--- src/sv/gbrt_pkg.sv ---
// Package: field widths, action codes and shared types of the grouped best-rated table.
`timescale 1ns / 1ps
package gbrt_pkg;

    localparam int ACTION_W = 2;
    localparam int ID_W     = 10;
    localparam int GROUP_W  = 6;
    localparam int RATING_W = 27;
    localparam int KEY_W    = 50;

    localparam logic [ACTION_W-1:0] ACT_ADD    = 2'd0;
    localparam logic [ACTION_W-1:0] ACT_CHANGE = 2'd1;
    localparam logic [ACTION_W-1:0] ACT_QUERY  = 2'd2;

    // control from the sequencer to the scan unit
    typedef struct packed {
        logic clr;
        logic step;
    } t_scan_ctl;

endpackage

--- src/sv/gbrt_scan.sv ---
// Scan unit: keeps the best entry of the queried group while the table streams past.
`timescale 1ns / 1ps
module gbrt_scan #(
    parameter int AW = 10,
    parameter int KW = 50
) (
    input  logic                          i_clk,
    input  logic                          i_rst_n,
    input  gbrt_pkg::t_scan_ctl           i_ctl,
    input  logic [gbrt_pkg::GROUP_W-1:0]  i_qgroup,
    input  logic                          i_ent_valid,
    input  logic [gbrt_pkg::GROUP_W-1:0]  i_ent_group,
    input  logic [gbrt_pkg::RATING_W-1:0] i_ent_rating,
    input  logic [KW-1:0]                 i_ent_key,
    input  logic [AW-1:0]                 i_ent_idx,
    output logic                          o_have,
    output logic [AW-1:0]                 o_best_idx,
    output logic [gbrt_pkg::RATING_W-1:0] o_best_rating,
    output logic [KW-1:0]                 o_best_key
);
    import gbrt_pkg::*;

    logic                r_have;
    logic [AW-1:0]       r_best_idx;
    logic [RATING_W-1:0] r_best_rating;
    logic [KW-1:0]       r_best_key;
    logic                w_take;

    // strict improvement only: entries arrive in ascending id, so full ties keep the first
    always_comb begin
        w_take = i_ctl.step && i_ent_valid && (i_ent_group == i_qgroup) &&
                 (!r_have || (i_ent_rating > r_best_rating) ||
                  ((i_ent_rating == r_best_rating) && (i_ent_key < r_best_key)));
    end

    always_ff @(posedge i_clk) begin
        if (!i_rst_n) begin
            r_have <= 1'b0;
        end else if (i_ctl.clr) begin
            r_have <= 1'b0;
        end else if (w_take) begin
            r_have <= 1'b1;
        end
    end

    always_ff @(posedge i_clk) begin
        if (w_take) begin
            r_best_idx    <= i_ent_idx;
            r_best_rating <= i_ent_rating;
            r_best_key    <= i_ent_key;
        end
    end

    assign o_have        = r_have;
    assign o_best_idx    = r_best_idx;
    assign o_best_rating = r_best_rating;
    assign o_best_key    = r_best_key;

endmodule
--- config.mk ---
export PLATFORM = sky130hd
export DESIGN_NAME = gbrt_scan
export DESIGN_NICKNAME = d
export VERILOG_FILES = /design/src/sv/gbrt_pkg.sv /design/src/sv/gbrt_scan.sv
export SDC_FILE = /design/constraint.sdc
export NUM_CORES = 1
export LEC_CHECK = 0
export BUFFER_PORTS_ARGS = -buffer_cell sky130_fd_sc_hd__buf_2
export CAP_MARGIN = 0
export CORE_ASPECT_RATIO = 0.6
export CORE_MARGIN = 2
export CORE_UTILIZATION = 52
export CTS_BUF_LIST = sky130_fd_sc_hd__clkbuf_16
export CTS_CLUSTER_DIAMETER = 30
export DETAILED_ROUTE_END_ITERATION = 10
export PLACE_DENSITY = 0.87
export SLEW_MARGIN = 20
export SYNTH_ARGS = -nofsm -noshare
export SYNTH_HDL_FRONTEND = slang
export SYNTH_SLANG_ARGS = --single-unit
--- constraint.sdc ---
create_clock -name i_clk -period 14.6 [get_ports i_clk]
set_clock_uncertainty 0.05 [all_clocks]
set_input_delay 1.46 -clock i_clk [delete_from_list [all_inputs] [get_ports i_clk]]
set_output_delay 1.46 -clock i_clk [all_outputs]
set_load 0.005 [all_outputs]
==> results of run 1 <==
[sequential cells by signal, summed over array words and instances (netlist names)]
name and flops:
o_best_idx 10, o_best_rating 27, o_best_key 50, o_have 1
[per-layer routing]
| layer | vias to the layer above | global-route usage |
|---|---|---|
| met5 | - | 0 |
| met4 | 0 | 0.0637 |
| met3 | 10 | 0.0872 |
| met2 | 169 | 0.403 |
| met1 | 1699 | 0.286 |
| li1 | 1753 | - |
[synth_stat cells, drive strengths merged, types with 2 or more instances]
cell    number
o21a         2
edfxtp      87
or2          3
a21o         6
o21ai        8
a21oi       28
nand4       12
nor4         3
a221o        3
nor2         3
a211oi       4
ha          76
or3          2
nand2b       2
xor2         3
and4         4
nand2       14
a221oi       2
and3         2
a211o        2
o211ai       3
inv         79
nand3        6
xnor2        3
[per-stage QoR]
stage	area, um2	setup slack [ps]	hold WS [ps]
2_1_floorplan	4660	6940	408
3_3_place_gp	5770	9470	410
3_5_place_dp	5770	9380	423
4_1_cts	6070	9720	432
5_1_grt	6070	9520	457
6_report	6070	9740	427
[how the worst max path moves through the flow]
stage / depth (start not counted) / start / end / slack [ps]
global route: 9 / i_ent_rating[26] / o_best_key[10] / 9520
detailed placement: 9 / i_ent_rating[17] / o_best_rating[22] / 9380
global placement: 9 / i_ent_rating[17] / o_best_rating[22] / 9470
CTS: 9 / i_ent_rating[17] / o_best_rating[4] / 9720
floorplan: 7 / i_ent_key[13] / o_best_idx[0] / 6940
finish: 9 / i_ent_rating[17] / o_best_rating[1] / 9740
[area by class of cell]
cell class                      instances  area (um2)  area share
Clock buffer                            9         225      0.0371
Clock inverter                          7        71.3      0.0118
Inverter                               79         297      0.0489
Multi-Input combinational cell        200        1740       0.287
Sequential cell                        88        2630       0.434
Tap cell                              112         140      0.0231
Timing Repair Buffer                  192         963       0.159
[power by group]
part           internal [mW]  total (mW)  switching (mW)
clock                  0.133       0.229          0.0962
combinational         0.0223      0.0444          0.0221
sequential             0.278       0.279        0.000368
total                  0.433       0.552           0.119
[logic make-up (layout without fill, tap and decap cells)]
group | after synthesis | count (layout) | share of synthesized area
AOI/OAI and AO/OA | 63 | 63 | 0.0868
xor gates and xnor gates | 6 | 6 | 0.0113
adders and majority gates | 76 | 76 | 0.204
buffers and inverters | 79 | 287 | 0.0637
DFF | 88 | 88 | 0.565
and+or+nand+nor | 55 | 55 | 0.0688
[cells in the final DEF, fill, tap and decap left out, drive strengths merged, types with 4 or more instances in the layout]
cell    count
buf       192
edfxtp     87
inv        81
ha         76
a21oi      28
nand2      14
nand4      12
clkbuf      9
o21ai       8
nand3       6
a21o        6
and4        4
a211oi      4
[critical path, cell delays in order]
cell,delay (ps)
buf_2,110
ha_1,320
and4_1,250
nand4_2,130
nor4_2,360
o211ai_1,180
a311o_1,340
a21oi_4,810
buf_4,730
==> impl_metrics.toml, run 1 <==
[power]
vdd_drop_max_v = 0.0000653
p_leak_nw = 2.98
pwr_density_cell_nw_per_um2 = 90.9
total_power_mw = 0.552

[drt]
m1WireLength_um = 4580
dr.pass1.iters = 4
vias_per_cell = 5.29
wire_per_inst_um = 16.3
top_layer = "met4"
vias = 3631
post-route-drc-count = 0
met3_length_um = 1040
final_antenna_net_count = 0
wl_met2_um = 5510
routed_wl_um = 11200
drt_iter0_drc = 236

[setup_path]
crit_arrival_ps = 4780
cp_max_fo = 58
critPathRequiredTime_ps = 14520
rrSetupSlack_ps = 10570
reg2regPathDepth = 9
rr_startpoint = "o_best_rating[17]"
rr_endpoint = "o_best_rating[1]"
critical_path_class = "primary input to register"
start_kind = "primary input"
cp-end-kind = "register"

[synth]
synth.area.top_cells = "edfxtp_1 (56%), ha_1 (20%), inv_1 (6.4%), a21oi_1 (2.9%), nand4_1 (1.5%)"
syn-num-nets = 547
ys_types = 42
ys_seq_area_frac = 0.565
synth-seq-cells = 88
synth_cells = 367
ys_warn_count = 0
syn_area_per_cell_um2 = 12.7
syn-cell-area_um2 = 4660
async_flop_share = 0
synth.largest_area_cell = "edfxtp_1"
synth_top_area_frac = 0.561
synth-edff-count = 87
synth_top_flop_cell = "edfxtp_1"

[global_routing]
grt_max_degree = 59
antenna_found_initial = 0
grt_overflow_total = 0
grt_pass1_wl_um = 17800
grt.total_usage = 0.237
grt_pass1_vias = 3672

[layout]
layout.cells.non_filler = 687
fill_cells = 628
syn_to_final_growth_pct = 30.3
final_nets = 750
num_antenna_cells = 0
drive_gt1_frac = 0.377
fin_util = 0.707

[clock_network]
cts_tree = "yes"
cts_resized = 0
clockBufferDepth = 2
h-tree-depth = 3
cts_hold_buf = 0
post_cts_buffers = 0
clk_pin_slew_ps = 60
cts_root_buf = "clkbuf_16"
cts_made_buffers = 9
cts.sink_count = 88
clk_latency_ps = 340

[placement]
dp_cells = 671
place_hpwl_um = 9010
placement.io_buffers = 191
routabilityCongestion = 0.821

[worst_hold_path]
holdCritStartpoint = "o_have"
hp-class = "register to register"
min_path_cells = 2
hold_end = "o_have"

[status]
outcome = "finished clean"

[timing]
maxSlewViolCount = 0
setup_tns_ps = 0
slew_headroom = 0.321
grt_setup_unrepaired = "false"
finalSetupViolations = 0
worst_pin_slew_ps = 1020
min_period_ps = 4860
fmax_mhz = 206
post-route-period-util = 0.333
finalHoldViolations = 0

[floorplanning]
pin_count = 192
die_x_um = 126
fp-row-count = 26
fp.dieH_um = 77.3
core_area_um2 = 8590
die-area_um2 = 9750
start_util = 0.542

[job]
maxCapViolCount = 0
Power figures use the tool's default switching activity.
==> inputs of run 2 (changes only) <==
--- a/config.mk
+++ b/config.mk
@@ -9,11 +9,11 @@
 export CAP_MARGIN = 0
 export CORE_ASPECT_RATIO = 0.6
 export CORE_MARGIN = 2
-export CORE_UTILIZATION = 52
+export CORE_UTILIZATION = 44
 export CTS_BUF_LIST = sky130_fd_sc_hd__clkbuf_16
 export CTS_CLUSTER_DIAMETER = 30
 export DETAILED_ROUTE_END_ITERATION = 10
-export PLACE_DENSITY = 0.87
+export PLACE_DENSITY = 0.79
 export SLEW_MARGIN = 20
 export SYNTH_ARGS = -nofsm -noshare
 export SYNTH_HDL_FRONTEND = slang
==> constraint.sdc (replaced) <==
create_clock -name i_clk -period 3.9 [get_ports i_clk]
set_clock_uncertainty 0.05 [all_clocks]
set_input_delay 0.39 -clock i_clk [delete_from_list [all_inputs] [get_ports i_clk]]
set_output_delay 0.39 -clock i_clk [all_outputs]
set_load 0.005 [all_outputs]
==> impl_metrics.toml, run 2 (same netlist as run 1, synthesis figures left out) <==
[global_routing]
grt.total_usage = 0.194
grt_pass1_vias = 3561
grt_pass1_wl_um = 17200
grt_max_degree = 34
antenna_found_initial = 0
grt_overflow_total = 0

[power]
total_power_mw = 2.23
clkPwrFrac = 0.457
vdd_drop_max_v = 0.000207
p_int_mw = 1.76
comb_power_share = 0.075
p_sw_frac = 0.210
p_leak_nw = 3.01
share_seq_of_total_power = 0.469
p_sw_mw = 0.467
pwr_density_cell_nw_per_um2 = 361

[timing]
finalHoldViolations = 0
finalWorstSetupSlack_ps = 937
worst_pin_slew_ps = 722
maxSlewViolCount = 0
min_period_ps = 2960
finalSetupViolations = 0
setup_tns_ps = 0
grt_setup_unrepaired = "false"
slew_headroom = 0.506
fmax_mhz = 337
post-route-period-util = 0.760

[floorplanning]
start_util = 0.446
fp.dieH_um = 83.7
die-area_um2 = 11500
fp-row-count = 29
core_area_um2 = 10500
die_x_um = 137
pin_count = 192

[layout]
largest_register_ffs = 50
final_cell_mix = "buf_2 (191), edfxtp_1 (87), inv_1 (79), ha_1 (76), a21oi_1 (26)"
syn_to_final_growth_pct = 32.5
final_nets = 752
num_antenna_cells = 0
drive_gt1_frac = 0.381
layout_commonest_cell = "buf_2"

[clock_network]
h-tree-depth = 3
clockBufferDepth = 2
post_cts_buffers = 0
cts.sink_count = 88
cts_root_buf = "clkbuf_16"
cts_tree = "yes"
cts_hold_buf = 0
cts_made_buffers = 9
clk_pin_slew_ps = 70
cts_resized = 0
clk_latency_ps = 340

[drt]
vias_per_cell = 4.93
post-route-drc-count = 0
wire_per_inst_um = 15.5
vias = 3528
routed_wl_um = 11100
final_antenna_net_count = 0
dr.pass1.iters = 4
drt_iter0_drc = 143

[worst_hold_path]
hold_end = "o_best_idx[1]"
hp-class = "primary input to register"
holdCritStartpoint = "i_ent_idx[1]"
min_path_cells = 1

[setup_path]
start_kind = "register"
cp_slowest_cell = "buf_4"
cp-end-kind = "register"
worstPathCellList = "inv_1, ha_1, a21oi_2, o21ai_1, a221o_1, a211o_1, a311o_1, a21oi_4, buf_4"
crit_arrival_ps = 2910
rr_startpoint = "o_best_key[13]"
reg2regPathDepth = 9
crit_family = "compound AO/OA/AOI/OAI gates"
rr_endpoint = "o_best_key[12]"
cp_max_fo = 33
cp_slowest_stage_delay_ps = 420
cp_num_buf_inv = 2
rrSetupSlack_ps = 940
critPathRequiredTime_ps = 3840
critical_path_class = "register to register"

[status]
outcome = "finished clean"

[placement]
place_hpwl_um = 8860
placement.io_buffers = 191
routabilityCongestion = 0.808
dp_slack_ps = 797

[job]
maxCapViolCount = 0
-- run 2: per-stage QoR --
step	hold slack (ps)	util	area [um2]	cells
2_1_floorplan	408	-	4670	367
3_3_place_gp	404	0.557	5820	700
3_5_place_dp	424	0.557	5820	700
4_1_cts	158	0.590	6170	716
5_1_grt	153	0.590	6170	716
6_report	168	0.590	6170	716
-- run 2: worst max-delay path by stage --
stage | to | depth (start not counted) | slack (ps) | from
after floorplan | o_best_idx[0] | 7 | 180 | i_ent_key[13]
after global placement | o_best_key[13] | 9 | 870 | i_ent_rating[17]
after detailed placement | o_best_key[0] | 9 | 800 | i_ent_rating[17]
after CTS | o_best_key[34] | 9 | 900 | o_best_rating[17]
after global routing | o_best_key[28] | 9 | 680 | o_best_rating[6]
final | o_best_key[12] | 9 | 940 | o_best_key[13]
-- run 2: layout make-up --
| cell class | count | area (um2) |
|---|---|---|
| Fill cell | 889 | 4280 |
| Timing Repair Buffer | 194 | 978 |
| Tap cell | 139 | 174 |
| Clock inverter | 7 | 124 |
| Sequential cell | 88 | 2630 |
| Multi-Input combinational cell | 200 | 1740 |
| Clock buffer | 9 | 225 |
| Inverter | 79 | 297 |
-- run 2: power groups by stage --
stage	Combinational, mW	Clock (mW)	Sequential (mW)
6_report	0.166	1.02	1.04
5_1_grt	0.189	1.07	1.04
4_1_cts	0.167	1.04	1.04
3_5_place_dp	0.165	0	1.06
3_3_place_gp	0.155	0	1.06
2_1_floorplan	0.0728	0	1.06
-- run 2: layer usage --
| metal | global-route usage | vias to the layer above | routed length, um |
|---|---|---|---|
| met2 | 0.308 | 127 | 4970 |
| li1 | - | 1744 | - |
| met5 | 0 | - | 0 |
| met4 | 0.0403 | 0 | 61 |
| met1 | 0.259 | 1649 | 5210 |
| met3 | 0.0656 | 8 | 870 |
